[src/spq_pkg.sv]
`default_nettype none

package spq_pkg;

    localparam int DEPTH        = 16;
    localparam int PAYLOAD_BITS = 32;
    localparam int CNT_W        = $clog2(DEPTH + 1);
    localparam int PRIO_W       = 8;
    localparam int PAY_FIELD_W  = 32;
    localparam int OCC_W        = 5;
    localparam int STATUS_W     = 3;

    typedef enum logic [1:0] {
        OP_INSERT   = 2'd0,
        OP_TOP      = 2'd1,
        OP_AT_LEAST = 2'd2,
        OP_EXACT    = 2'd3
    } t_opcode;

    localparam logic [STATUS_W-1:0] ST_INSERTED  = 3'd0;
    localparam logic [STATUS_W-1:0] ST_FULL      = 3'd1;
    localparam logic [STATUS_W-1:0] ST_DELIVERED = 3'd2;
    localparam logic [STATUS_W-1:0] ST_EMPTY     = 3'd3;
    localparam logic [STATUS_W-1:0] ST_NONE      = 3'd4;

    typedef enum logic [1:0] {
        CELL_HOLD,
        CELL_LOAD,
        CELL_LEFT,
        CELL_RIGHT
    } t_cell_op;

    typedef struct packed {
        logic [PRIO_W-1:0]       prio;
        logic [PAYLOAD_BITS-1:0] payload;
    } t_entry;

    typedef struct packed {
        t_opcode                opcode;
        logic [PRIO_W-1:0]      priority_req;
        logic [PAY_FIELD_W-1:0] payload;
    } t_in_item;

    typedef struct packed {
        logic [STATUS_W-1:0]    status;
        logic [PRIO_W-1:0]      priority_res;
        logic [PAY_FIELD_W-1:0] payload_res;
        logic                   last;
        logic [OCC_W-1:0]       occupancy;
    } t_out_item;

    // Length of a mask whose set bits form one run starting at bit zero.
    function automatic logic [CNT_W-1:0] therm_len(input logic [DEPTH-1:0] m);
        logic [DEPTH:0]   ext;
        logic [CNT_W-1:0] len;
        ext = {1'b0, m};
        len = '0;
        for (int i = 0; i < DEPTH; i++) begin
            if (ext[i] && !ext[i + 1]) begin
                len = len | CNT_W'(i + 1);
            end
        end
        return len;
    endfunction

endpackage

`default_nettype wire

[src/sorted_priority_queue.sv]
// Channel  Direction  Signals                              Moves
// in       input      i_in_valid, o_in_ready, i_in_data   one operation request
// out      output     o_out_valid, i_out_ready, o_out_data one result
//
// Insert, full, empty and no-match requests go from S_IDLE, which takes
// the transfer, to S_SCAN, which compares all cells in parallel.
// An extraction that removes n entries, extract top included, goes on to
// S_EMIT for n results; cells shift down a slot per delivered result.
// Reset is synchronous and empties the queue; entry storage is not cleared.
// A stalled output holds the current result and the sequence waits for it.
`default_nettype none

module sorted_priority_queue (
    input  wire logic         i_clk,
    input  wire logic         i_rst_n,
    input  wire logic         i_in_valid,
    output logic              o_in_ready,
    input  wire spq_pkg::t_in_item i_in_data,
    output logic              o_out_valid,
    input  wire logic         i_out_ready,
    output spq_pkg::t_out_item o_out_data
);

    typedef enum logic [2:0] {
        S_IDLE = 3'b001,
        S_SCAN = 3'b010,
        S_EMIT = 3'b100
    } t_state;

    t_state                         r_state, n_state;
    spq_pkg::t_in_item              r_req, n_req;
    logic [spq_pkg::CNT_W-1:0]      r_cnt, n_cnt;
    logic [spq_pkg::CNT_W-1:0]      r_left, n_left;
    logic [spq_pkg::DEPTH-1:0]      r_shift, n_shift;
    logic                           r_out_valid, n_out_valid;
    spq_pkg::t_out_item             r_out, n_out;

    spq_pkg::t_cell_op              w_op [spq_pkg::DEPTH];
    spq_pkg::t_entry                w_cell [spq_pkg::DEPTH];
    spq_pkg::t_entry                w_left [spq_pkg::DEPTH];
    spq_pkg::t_entry                w_right [spq_pkg::DEPTH];
    spq_pkg::t_entry                w_new;
    logic [spq_pkg::DEPTH-1:0]      w_cell_lt, w_cell_eq;
    logic [spq_pkg::DEPTH-1:0]      w_valid, w_lt, w_le, w_sel;
    logic [spq_pkg::CNT_W-1:0]      w_lo, w_hi, w_num;
    logic [spq_pkg::PRIO_W-1:0]     w_sel_prio;
    logic [spq_pkg::PAYLOAD_BITS-1:0] w_sel_payload;
    logic                           w_out_free;

    assign w_new.prio    = r_req.priority_req;
    assign w_new.payload = r_req.payload[spq_pkg::PAYLOAD_BITS-1:0];

    for (genvar g = 0; g < spq_pkg::DEPTH; g++) begin : g_cell
        if (g == 0) begin : g_first
            assign w_left[g] = w_new;
        end else begin : g_mid
            assign w_left[g] = w_cell[g - 1];
        end
        if (g == spq_pkg::DEPTH - 1) begin : g_end
            assign w_right[g] = w_cell[g];
        end else begin : g_body
            assign w_right[g] = w_cell[g + 1];
        end

        spq_cell u_cell (
            .i_clk   (i_clk),
            .i_op    (w_op[g]),
            .i_key   (r_req.priority_req),
            .i_new   (w_new),
            .i_left  (w_left[g]),
            .i_right (w_right[g]),
            .o_entry (w_cell[g]),
            .o_lt    (w_cell_lt[g]),
            .o_eq    (w_cell_eq[g])
        );
    end

    always_comb begin
        for (int i = 0; i < spq_pkg::DEPTH; i++) begin
            w_valid[i] = spq_pkg::CNT_W'(i) < r_cnt;
        end
        w_lt = w_valid & w_cell_lt;
        w_le = w_valid & (w_cell_lt | w_cell_eq);
        w_lo = spq_pkg::therm_len(w_lt);
        w_hi = spq_pkg::therm_len(w_le);
    end

    always_comb begin
        w_sel         = r_shift & ~(r_shift << 1);
        w_sel_prio    = '0;
        w_sel_payload = '0;
        for (int i = 0; i < spq_pkg::DEPTH; i++) begin
            if (w_sel[i]) begin
                w_sel_prio    = w_sel_prio | w_cell[i].prio;
                w_sel_payload = w_sel_payload | w_cell[i].payload;
            end
        end
    end

    assign w_out_free = !r_out_valid || i_out_ready;
    assign o_in_ready = r_state == S_IDLE;

    always_comb begin
        n_state     = r_state;
        n_req       = r_req;
        n_cnt       = r_cnt;
        n_left      = r_left;
        n_shift     = r_shift;
        n_out       = r_out;
        n_out_valid = r_out_valid && !i_out_ready;
        w_num       = '0;
        for (int i = 0; i < spq_pkg::DEPTH; i++) begin
            w_op[i] = spq_pkg::CELL_HOLD;
        end

        unique case (r_state)
            S_IDLE: begin
                if (i_in_valid) begin
                    n_req   = i_in_data;
                    n_state = S_SCAN;
                end
            end
            S_SCAN: begin
                if (w_out_free) begin
                    n_state              = S_IDLE;
                    n_out_valid          = 1'b1;
                    n_out.priority_res   = '0;
                    n_out.payload_res    = '0;
                    n_out.last           = 1'b1;
                    n_out.occupancy      = spq_pkg::OCC_W'(r_cnt);
                    if (r_req.opcode == spq_pkg::OP_INSERT) begin
                        if (r_cnt == spq_pkg::CNT_W'(spq_pkg::DEPTH)) begin
                            n_out.status = spq_pkg::ST_FULL;
                        end else begin
                            for (int i = 0; i < spq_pkg::DEPTH; i++) begin
                                if (w_lt[i]) begin
                                    w_op[i] = spq_pkg::CELL_HOLD;
                                end else if (i == 0) begin
                                    w_op[i] = spq_pkg::CELL_LOAD;
                                end else if (w_lt[(i == 0) ? 0 : i - 1]) begin
                                    w_op[i] = spq_pkg::CELL_LOAD;
                                end else begin
                                    w_op[i] = spq_pkg::CELL_LEFT;
                                end
                            end
                            n_cnt           = r_cnt + spq_pkg::CNT_W'(1);
                            n_out.status    = spq_pkg::ST_INSERTED;
                            n_out.occupancy = spq_pkg::OCC_W'(n_cnt);
                        end
                    end else if (r_cnt == '0) begin
                        n_out.status = spq_pkg::ST_EMPTY;
                    end else begin
                        case (r_req.opcode)
                            spq_pkg::OP_TOP: begin
                                w_num = spq_pkg::CNT_W'(1);
                                for (int i = 0; i < spq_pkg::DEPTH; i++) begin
                                    n_shift[i] = spq_pkg::CNT_W'(i) + spq_pkg::CNT_W'(1)
                                        >= r_cnt;
                                end
                            end
                            spq_pkg::OP_AT_LEAST: begin
                                w_num   = r_cnt - w_lo;
                                n_shift = ~w_lt;
                            end
                            default: begin
                                w_num   = w_hi - w_lo;
                                n_shift = ~w_lt;
                            end
                        endcase
                        if (w_num == '0) begin
                            n_out.status = spq_pkg::ST_NONE;
                        end else begin
                            n_out_valid = 1'b0;
                            n_left      = w_num;
                            n_cnt       = r_cnt - w_num;
                            n_state     = S_EMIT;
                        end
                    end
                end
            end
            S_EMIT: begin
                if (w_out_free) begin
                    n_out_valid        = 1'b1;
                    n_out.status       = spq_pkg::ST_DELIVERED;
                    n_out.priority_res = w_sel_prio;
                    n_out.payload_res  = spq_pkg::PAY_FIELD_W'(w_sel_payload);
                    n_out.last         = r_left == spq_pkg::CNT_W'(1);
                    n_out.occupancy    = spq_pkg::OCC_W'(r_cnt);
                    for (int i = 0; i < spq_pkg::DEPTH; i++) begin
                        if (r_shift[i]) begin
                            w_op[i] = spq_pkg::CELL_RIGHT;
                        end
                    end
                    n_left = r_left - spq_pkg::CNT_W'(1);
                    if (r_left == spq_pkg::CNT_W'(1)) begin
                        n_state = S_IDLE;
                    end
                end
            end
            default: begin
                n_state = S_IDLE;
            end
        endcase
    end

    always_ff @(posedge i_clk) begin
        if (!i_rst_n) begin
            r_state     <= S_IDLE;
            r_cnt       <= '0;
            r_left      <= '0;
            r_out_valid <= 1'b0;
        end else begin
            r_state     <= n_state;
            r_cnt       <= n_cnt;
            r_left      <= n_left;
            r_out_valid <= n_out_valid;
        end
    end

    always_ff @(posedge i_clk) begin
        r_req   <= n_req;
        r_shift <= n_shift;
        r_out   <= n_out;
    end

    assign o_out_valid = r_out_valid;
    assign o_out_data  = r_out;

endmodule

`default_nettype wire

[src/spq_cell.sv]
`default_nettype none

module spq_cell (
    input  wire logic                      i_clk,
    input  wire spq_pkg::t_cell_op         i_op,
    input  wire logic [spq_pkg::PRIO_W-1:0] i_key,
    input  wire spq_pkg::t_entry           i_new,
    input  wire spq_pkg::t_entry           i_left,
    input  wire spq_pkg::t_entry           i_right,
    output spq_pkg::t_entry                o_entry,
    output logic                           o_lt,
    output logic                           o_eq
);

    spq_pkg::t_entry r_entry;
    spq_pkg::t_entry n_entry;

    always_comb begin
        unique case (i_op)
            spq_pkg::CELL_LOAD:  n_entry = i_new;
            spq_pkg::CELL_LEFT:  n_entry = i_left;
            spq_pkg::CELL_RIGHT: n_entry = i_right;
            default:             n_entry = r_entry;
        endcase
    end

    always_ff @(posedge i_clk) begin
        r_entry <= n_entry;
    end

    assign o_entry = r_entry;
    assign o_lt    = r_entry.prio < i_key;
    assign o_eq    = r_entry.prio == i_key;

endmodule

`default_nettype wire

[config.mk]
export PLATFORM = sky130hd
export DESIGN_NAME = sorted_priority_queue
export DESIGN_NICKNAME = d
export VERILOG_FILES = /design/src/spq_pkg.sv /design/src/sorted_priority_queue.sv /design/src/spq_cell.sv
export SDC_FILE = /design/constraint.sdc
export NUM_CORES = 2
export LEC_CHECK = 0
export BUFFER_PORTS_ARGS = -buffer_cell sky130_fd_sc_hd__buf_2
export CORE_MARGIN = 3
export CORE_UTILIZATION = 50
export CTS_BUF_LIST = sky130_fd_sc_hd__clkbuf_16
export DETAILED_ROUTE_END_ITERATION = 12
export PLACE_DENSITY = 0.67
export RECOVER_POWER = 100
export SLEW_MARGIN = 20
export SYNTH_ARGS = -nofsm -noshare
export SYNTH_HDL_FRONTEND = slang
export SYNTH_SLANG_ARGS = --single-unit
[constraint.sdc]
create_clock -name i_clk -period 7.35 [get_ports i_clk]
set_input_delay 0.735 -clock i_clk [delete_from_list [all_inputs] [get_ports i_clk]]
set_output_delay 0.735 -clock i_clk [all_outputs]
set_load 0.05 [all_outputs]
# Word-level counts from Yosys, hierarchy flattened
# Index checks and enable logic that the tools add are counted.
classes:
  magnitude_cmp: 48
  reduce_logical: 92
  n_mux: 170
  eq_ne: 80
  n_addsub: 5
  n_bitwise: 38
op_table:
  columns: ["operator", "count"]
  rows:
  - ["one-hot mux 40 bit (3 select lines)", 14]
  - ["2-to-1 mux 32 bit", 17]
  - ["bitwise OR 32 bit", 15]
  - ["one-hot mux 40 bit (2 select lines)", 2]
  - ["== test 8 bit", 16]
  - ["< comparator 8 bit", 16]
  - ["2-to-1 mux 8 bit", 16]
  - ["bitwise OR 8 bit", 15]
  - ["2-to-1 mux 2 bit", 50]
  - ["2-to-1 mux 49 bit", 2]
  - ["one-hot mux 49 bit (2 select lines)", 1]
  - ["2-to-1 mux 31 bit", 3]
  - ["2-to-1 mux 5 bit", 16]
  - ["== test 2 bit, second input constant", 32]
  - ["2-to-1 mux 4 bit", 16]
  - ["one-hot mux 32 bit (2 select lines)", 1]
  - ["2-to-1 mux 3 bit", 18]
  - ["bitwise AND 16 bit", 3]
  - ["nonzero test 3 bit", 14]
  - [">= comparator 4 x 5 -> 1 bit, first input constant", 8]
  - ["< comparator 4 x 5 -> 1 bit, first input constant", 8]
  - ["== test 2 x 1 -> 1 bit, second input constant", 17]
  - ["logical NOT 1 bit", 32]
  - ["inverter 16 bit", 2]
  - ["34 further kinds", 99]
totals:
  output_inout_bits: 51
  input_bits: 46
  reg_bits: 761
  elab_cells: 478

# Logic depth before layout (Yosys ltp)
depth:
  word_depth: 35
  mapped_depth: 23
  ltp_nobuf: 21

# Modules after synthesis
# A second synthesis with hierarchy kept.
unflattened:
  hier_cells: 4286
  area_unflattened_um2: 46010.4
by_module_without_submodules:
  columns: ["mod", "cells_each", "area_per_inst_um2", "n_inst", "seq_area_each_um2"]
  rows:
  - ["spq_cell", 203, 2284.7, 16, 1201.2]
  - ["sorted_priority_queue", 1038, 9455.3, 1, 3493.4]

# Worst setup path before layout
# Ideal clock, no wire load.
synth_path:
  kind: "register to register"
  startpoint: "register r_req[35] (netlist bit)"
  endpoint: "register r_left[4] (netlist bit)"
  t_arrival_ns: 5.270
  path_buffers: 1
  setup_ns: 0.076
  path_slack_ns: 2.004
  path_stages_with_launch: 19
  required_time_ns: 7.274
  synth_period_minus_slack_ns: 5.346
  cell_sequence: "edfxtp_1 > clkbuf_1 > clkinv_1 > ha_1 > a2111oi_0 > a21oi_1 > a2111oi_4 > nor2_1 > a221o_1 > o32a_1 > fa_1 > a21o_1 > a21oi_1 > o21ai_0 > nand2_1 > o221a_2 > o211ai_1 > or2_2 > a21boi_0"
synth_between:
  elab_chain_cells: 32
  elab_cells_between_ends: 142
  cone_classes: "2 x add/sub; 16 x order compare; 17 x eq/ne; 42 x mux; 3 x bitwise; 62 x reduce/logical"
synth_rtl:
  columns: ["item", "line", "text"]
  rows:
  - ["start, declared", "sorted_priority_queue.sv:31", "spq_pkg::t_in_item r_req, n_req;"]
  - ["start signal, assigned", "sorted_priority_queue.sv:221", "r_req <= n_req;"]
  - ["< comparator 8 bit or == test 8 bit (tied branches)", "spq_cell.sv:32, spq_cell.sv:33", null]
  - ["bitwise OR 16 bit", "sorted_priority_queue.sv:83", "w_le = w_valid & (w_cell_lt | w_cell_eq);"]
  - ["bitwise AND 16 bit", "sorted_priority_queue.sv:83", null]
  - ["logical NOT 1 bit", "spq_pkg.sv:59", "if (ext[i] && !ext[i + 1]) begin"]
  - ["logical AND 1 bit", "spq_pkg.sv:59", null]
  - ["2-to-1 mux 1 bit", "spq_pkg.sv:59", null]
  - ["2-to-1 mux 2 bit (2 in a row)", "spq_pkg.sv:59", null]
  - ["2-to-1 mux 3 bit (4 in a row)", "spq_pkg.sv:59", null]
  - ["(+12 left out)", null, null]
  - ["2-to-1 mux 5 bit (*)", "sorted_priority_queue.sv:131", "if (r_req.opcode == spq_pkg::OP_INSERT) begin"]
  - ["2-to-1 mux 5 bit (*)", "sorted_priority_queue.sv:124", "if (w_out_free) begin"]
  - ["2-to-1 mux 5 bit (*)", "sorted_priority_queue.sv:116", "unique case (r_state)"]
  - ["2-to-1 mux 5 bit", "sorted_priority_queue.sv:170", "if (w_num == '0) begin"]
  - ["2-to-1 mux 5 bit", "sorted_priority_queue.sv:150", "end else if (r_cnt == '0) begin"]
  - ["2-to-1 mux 5 bit", "sorted_priority_queue.sv:131", null]
  - ["2-to-1 mux 5 bit", "sorted_priority_queue.sv:124", null]
  - ["one-hot mux 5 bit (2 select lines)", "sorted_priority_queue.sv:116", null]
  - ["end signal, assigned", "sorted_priority_queue.sv:215", "r_left <= n_left;"]
  - ["end, declared", "sorted_priority_queue.sv:33", "logic [spq_pkg::CNT_W-1:0] r_left, n_left;"]
# Mark *: on every way between the ends. The rest lies on a longest branch, timed or not. The select of a mux whose other input is x is not followed.
# A chain may end at the register's enable or synchronous reset.

# Worst setup path in the final report
layout_path:
  startpoint: "register r_state[0]"
  endpoint: "register g_cell[12].u_cell.r_entry, in the netlist g_cell[12].u_cell.o_entry[19] (enable)"
layout_between:
  elab_chain_cells: 4
  elab_cells_between_ends: 7
  cone_classes: "5 x eq/ne; 1 x mux; 1 x reduce/logical"
layout_rtl:
  columns: ["item", "line", "text"]
  rows:
  - ["start, declared", "sorted_priority_queue.sv:30", "t_state r_state, n_state;"]
  - ["start signal, assigned", "sorted_priority_queue.sv:213", "r_state <= n_state;"]
  - ["== test 3 bit or == test 3 x 2 -> 1 bit (tied branches)", "sorted_priority_queue.sv:116", null]
  - ["one-hot mux 32 bit (2 select lines) (*)", "sorted_priority_queue.sv:116", null]
  - ["== test 2 x 1 -> 1 bit or == test 2 bit (tied branches)", "spq_cell.sv:19", "unique case (i_op)"]
  - ["nonzero test 3 bit (no source line) (*)", null, null]
  - ["end signal, assigned", "spq_cell.sv:28", "r_entry <= n_entry;"]
  - ["end, declared", "spq_cell.sv:15", "spq_pkg::t_entry r_entry;"]
# Mark *: on every way between the ends. The rest lies on a longest branch, timed or not.

==> impl_metrics.csv <==
group,metric,value,unit
clock_network,cts.clk_slew.worst_paths,0.06,ns
clock_network,numCtsBuffers,87,
synth,synthTopCellsByArea,"edfxtp_1, a22oi_1, nand2_1",
placed_design,post-place-ws,1.27,ns
placed_design,place_inst,4748,
setup_path,critPathCaptureType,"flip-flop",
setup_path,critPathKind,"flip-flop to flip-flop",
timing,clock_skew,0.0381,ns
final_layout,area_growth,9.31,%
floorplanning,ios,97,
timing,slew_violations,1411,
final_layout,multi_input_area,17700,µm²
final_layout,finalInstanceArea,45900,µm²
drt,drt_pass1_iterations,8,
timing,finalHoldViolCount,0,
synth,async_flop_share,0,
pwr,total_power,9.97,mW
pwr,vdd_drop_max,0.183,mV
pwr,power_density,217,nW/µm²
global_route,grt_pass1_vias,35200,
pwr,power_frac_seq,0.494,
global_route,grt_antenna_before_repair,7,
drt,drtAntennaViolNets,0,
pwr,p_leak,16.2,nW
drt,route.detailed.drc,0,
setup_path,cp.required,7.50,ns
drt,vias,37700,
synth,synth_top_area_cell,"edfxtp_1",
timing,rsz0062_at_grt,"no",
timing,worst_slack,0.158,ns
final_layout,stdcell_count,4905,
global_route,grt_max_degree,75,
synth,ys.flop_type,"edfxtp_1",
placed_design,dp_hpwl,102,mm
floorplanning,dieArea,87400,µm²
floorplanning,rows,105,
clock_network,cts_tree,"built",
floorplanning,start_util,0.508,
timing,finalSetupViolCount,0,
timing,fmax,139,MHz
synth,netlist_area,42000,µm²
clock_network,cts_hold_buf,0,
synth,avgSynthCellArea,11.0,µm²
synth,synth_common_cells,"edfxtp_1, nand2_1, a22oi_1, clkbuf_1, ha_1",
final_layout,nFillCells,7063,
floorplanning,core-area,82600,µm²
placed_design,place_area,43600,µm²
synth,yosysWarnings,0,
global_route,gr-total-overflow,0,
synth,synthCells,3831,
timing,tightest_slew,4.57,ns
synth,yosysUniqueCellTypes,80,
synth,synth_nets,4021,
clock_network,h-tree-depth,3,
status,violations,"capacitance limit, slew limit",
clock_network,clk_latency,0.68,ns
pwr,netSwitchingFraction,0.240,
pwr,power_switching,2.39,mW
timing,period_needed,7.19,ns
synth,synth_most_common_cell,"edfxtp_1",
floorplanning,die_y,296,µm
drt,drt-total-wl,187,mm
synth,yosysSeqAreaShare,0.541,
global_route,grt_use_total,0.419,
timing,slew_headroom,-2.05,
clock_network,clock_path_buffers,3,
drt,route.detailed.wl_per_inst,38.2,µm
pwr,clockPowerShare,0.440,
pwr,cellInternalPower,7.58,mW
clock_network,cts_root_buf,"clkbuf_16",
final_layout,layout.nets,3957,
timing,fin_tns_setup,0,ns
drt,drt_iter0_markers,7600,
min_path,hp-class,"primary input to flip-flop",
global_route,grt_pass1_wl,260,mm
placed_design,gp_congestion,1.07,
synth,synth-seq-cells,761,
final_layout,seq_area,22700,µm²
status,status,"finished, violations left",
timing,min_period_over_period,0.978,
final_layout,drive_gt1_frac,0.0835,
setup_path,worstPathArrival,7.34,ns
setup_path,cp_max_fo,40,
pwr,pwr-share-comb,0.066,
setup_path,startpoint_type,"flip-flop",
synth,synth_top_area_frac,0.535,
clock_network,cts_resized,0,
placed_design,port_buffers,96,
floorplanning,die_x,296,µm
synth,synth_edf_count,747,
drt,vias_per_cell,7.69,
clock_network,post_cts_buffers,0,
flow_run,cap_violations,49,
clock_network,cts_sinks,761,
[worst max-delay path, cell delays in order, from the launching register on]
cell and delay [ns]:
dfxtp_1 0.37, nor2_1 0.16, and2_0 0.99, and3_1 0.86, buf_4 0.80, o21bai_2 0.25, clkbuf_1 3.19
[final timing paths]
kind	slack, ns	depth (start not counted)	start	end
worst min register to register	0.50	2	r_left[1]$_SDFFE_PN0P_	r_left[1]$_SDFFE_PN0P_
worst max-delay path	0.16	6	r_state[0]$_SDFFE_PN1P_	g_cell[12].u_cell.o_entry[19]$_DFFE_PP_
worst max register to register	0.16	6	r_state[0]$_SDFFE_PN1P_	g_cell[12].u_cell.o_entry[19]$_DFFE_PP_
worst min-delay path	0.24	1	i_in_data[30]	r_req[30]$_DFFE_PP_
[power by group through the flow]
stage,sequential (mW),combinational (mW),clock (mW)
6_report,4.92,0.658,4.39
5_1_grt,4.92,0.721,4.55
4_1_cts,4.91,0.653,4.38
3_5_place_dp,5.00,0.651,0
3_3_place_gp,5.00,0.633,0
2_1_floorplan,4.96,0.488,0
[sequential cells by signal, summed over array words and instances (netlist names)]
register,cells
g_cell.u_cell.o_entry,640
o_out_data,49
r_req,42
r_shift,16
r_cnt,5
r_left,5
r_state,3
o_out_valid,1
[per-layer routing]
layer | global-route usage | routed length, µm
met1 | 0.550 | 63300
met2 | 0.600 | 75700
met3 | 0.131 | 31800
met4 | 0.273 | 16400
met5 | 0 | 11
[area by class of cell]
cell class	instances	share of cell area
Timing Repair Buffer	197	0.0230
Antenna cell	2	0.000109
Clock inverter	66	0.0126
Clock buffer	89	0.0486
Tap cell	1070	0.0292
Multi-Input combinational cell	2650	0.386
Sequential cell	761	0.495
Inverter	70	0.00573
[metrics by stage]
stage / util / hold WS (ns)
finish: 0.555 / 0.239
global route: 0.555 / 0.239
CTS: 0.562 / 0.222
detailed placement: 0.528 / 0.493
global placement: 0.528 / 0.482
floorplan: - / 0.463
[layout by cell type, fill, tap and decap left out, types with 43 or more instances in the layout]
cell	Yosys	layout
nand2_1	720	721
a22o_1	90	90
edfxtp_1	747	747
a21oi_1	57	57
clkbuf_1	260	87
a221oi_1	105	105
inv_1	60	79
a22oi_1	513	513
nor2_1	66	64
o31ai_1	81	82
o21ai_0	107	154
nor3_1	140	144
buf_4	1	60
clkbuf_16	0	89
ha_1	142	142
mux2i_1	43	43
a221o_1	122	122
[cells by family after synthesis]
| family | count (synthesis) | share of synthesized area |
|---|---|---|
| flip-flops | 761 | 0.541 |
| AND/OR/NAND/NOR | 1117 | 0.118 |
| XOR/XNOR | 10 | 0.00209 |
| adder cells (fa/ha/maj) | 144 | 0.0433 |
| AO/OA/AOI/OAI | 1295 | 0.235 |
| buffers and inverters | 420 | 0.0396 |
| multiplexers | 84 | 0.0213 |
Note: power is estimated with default switching activity, not from simulation.
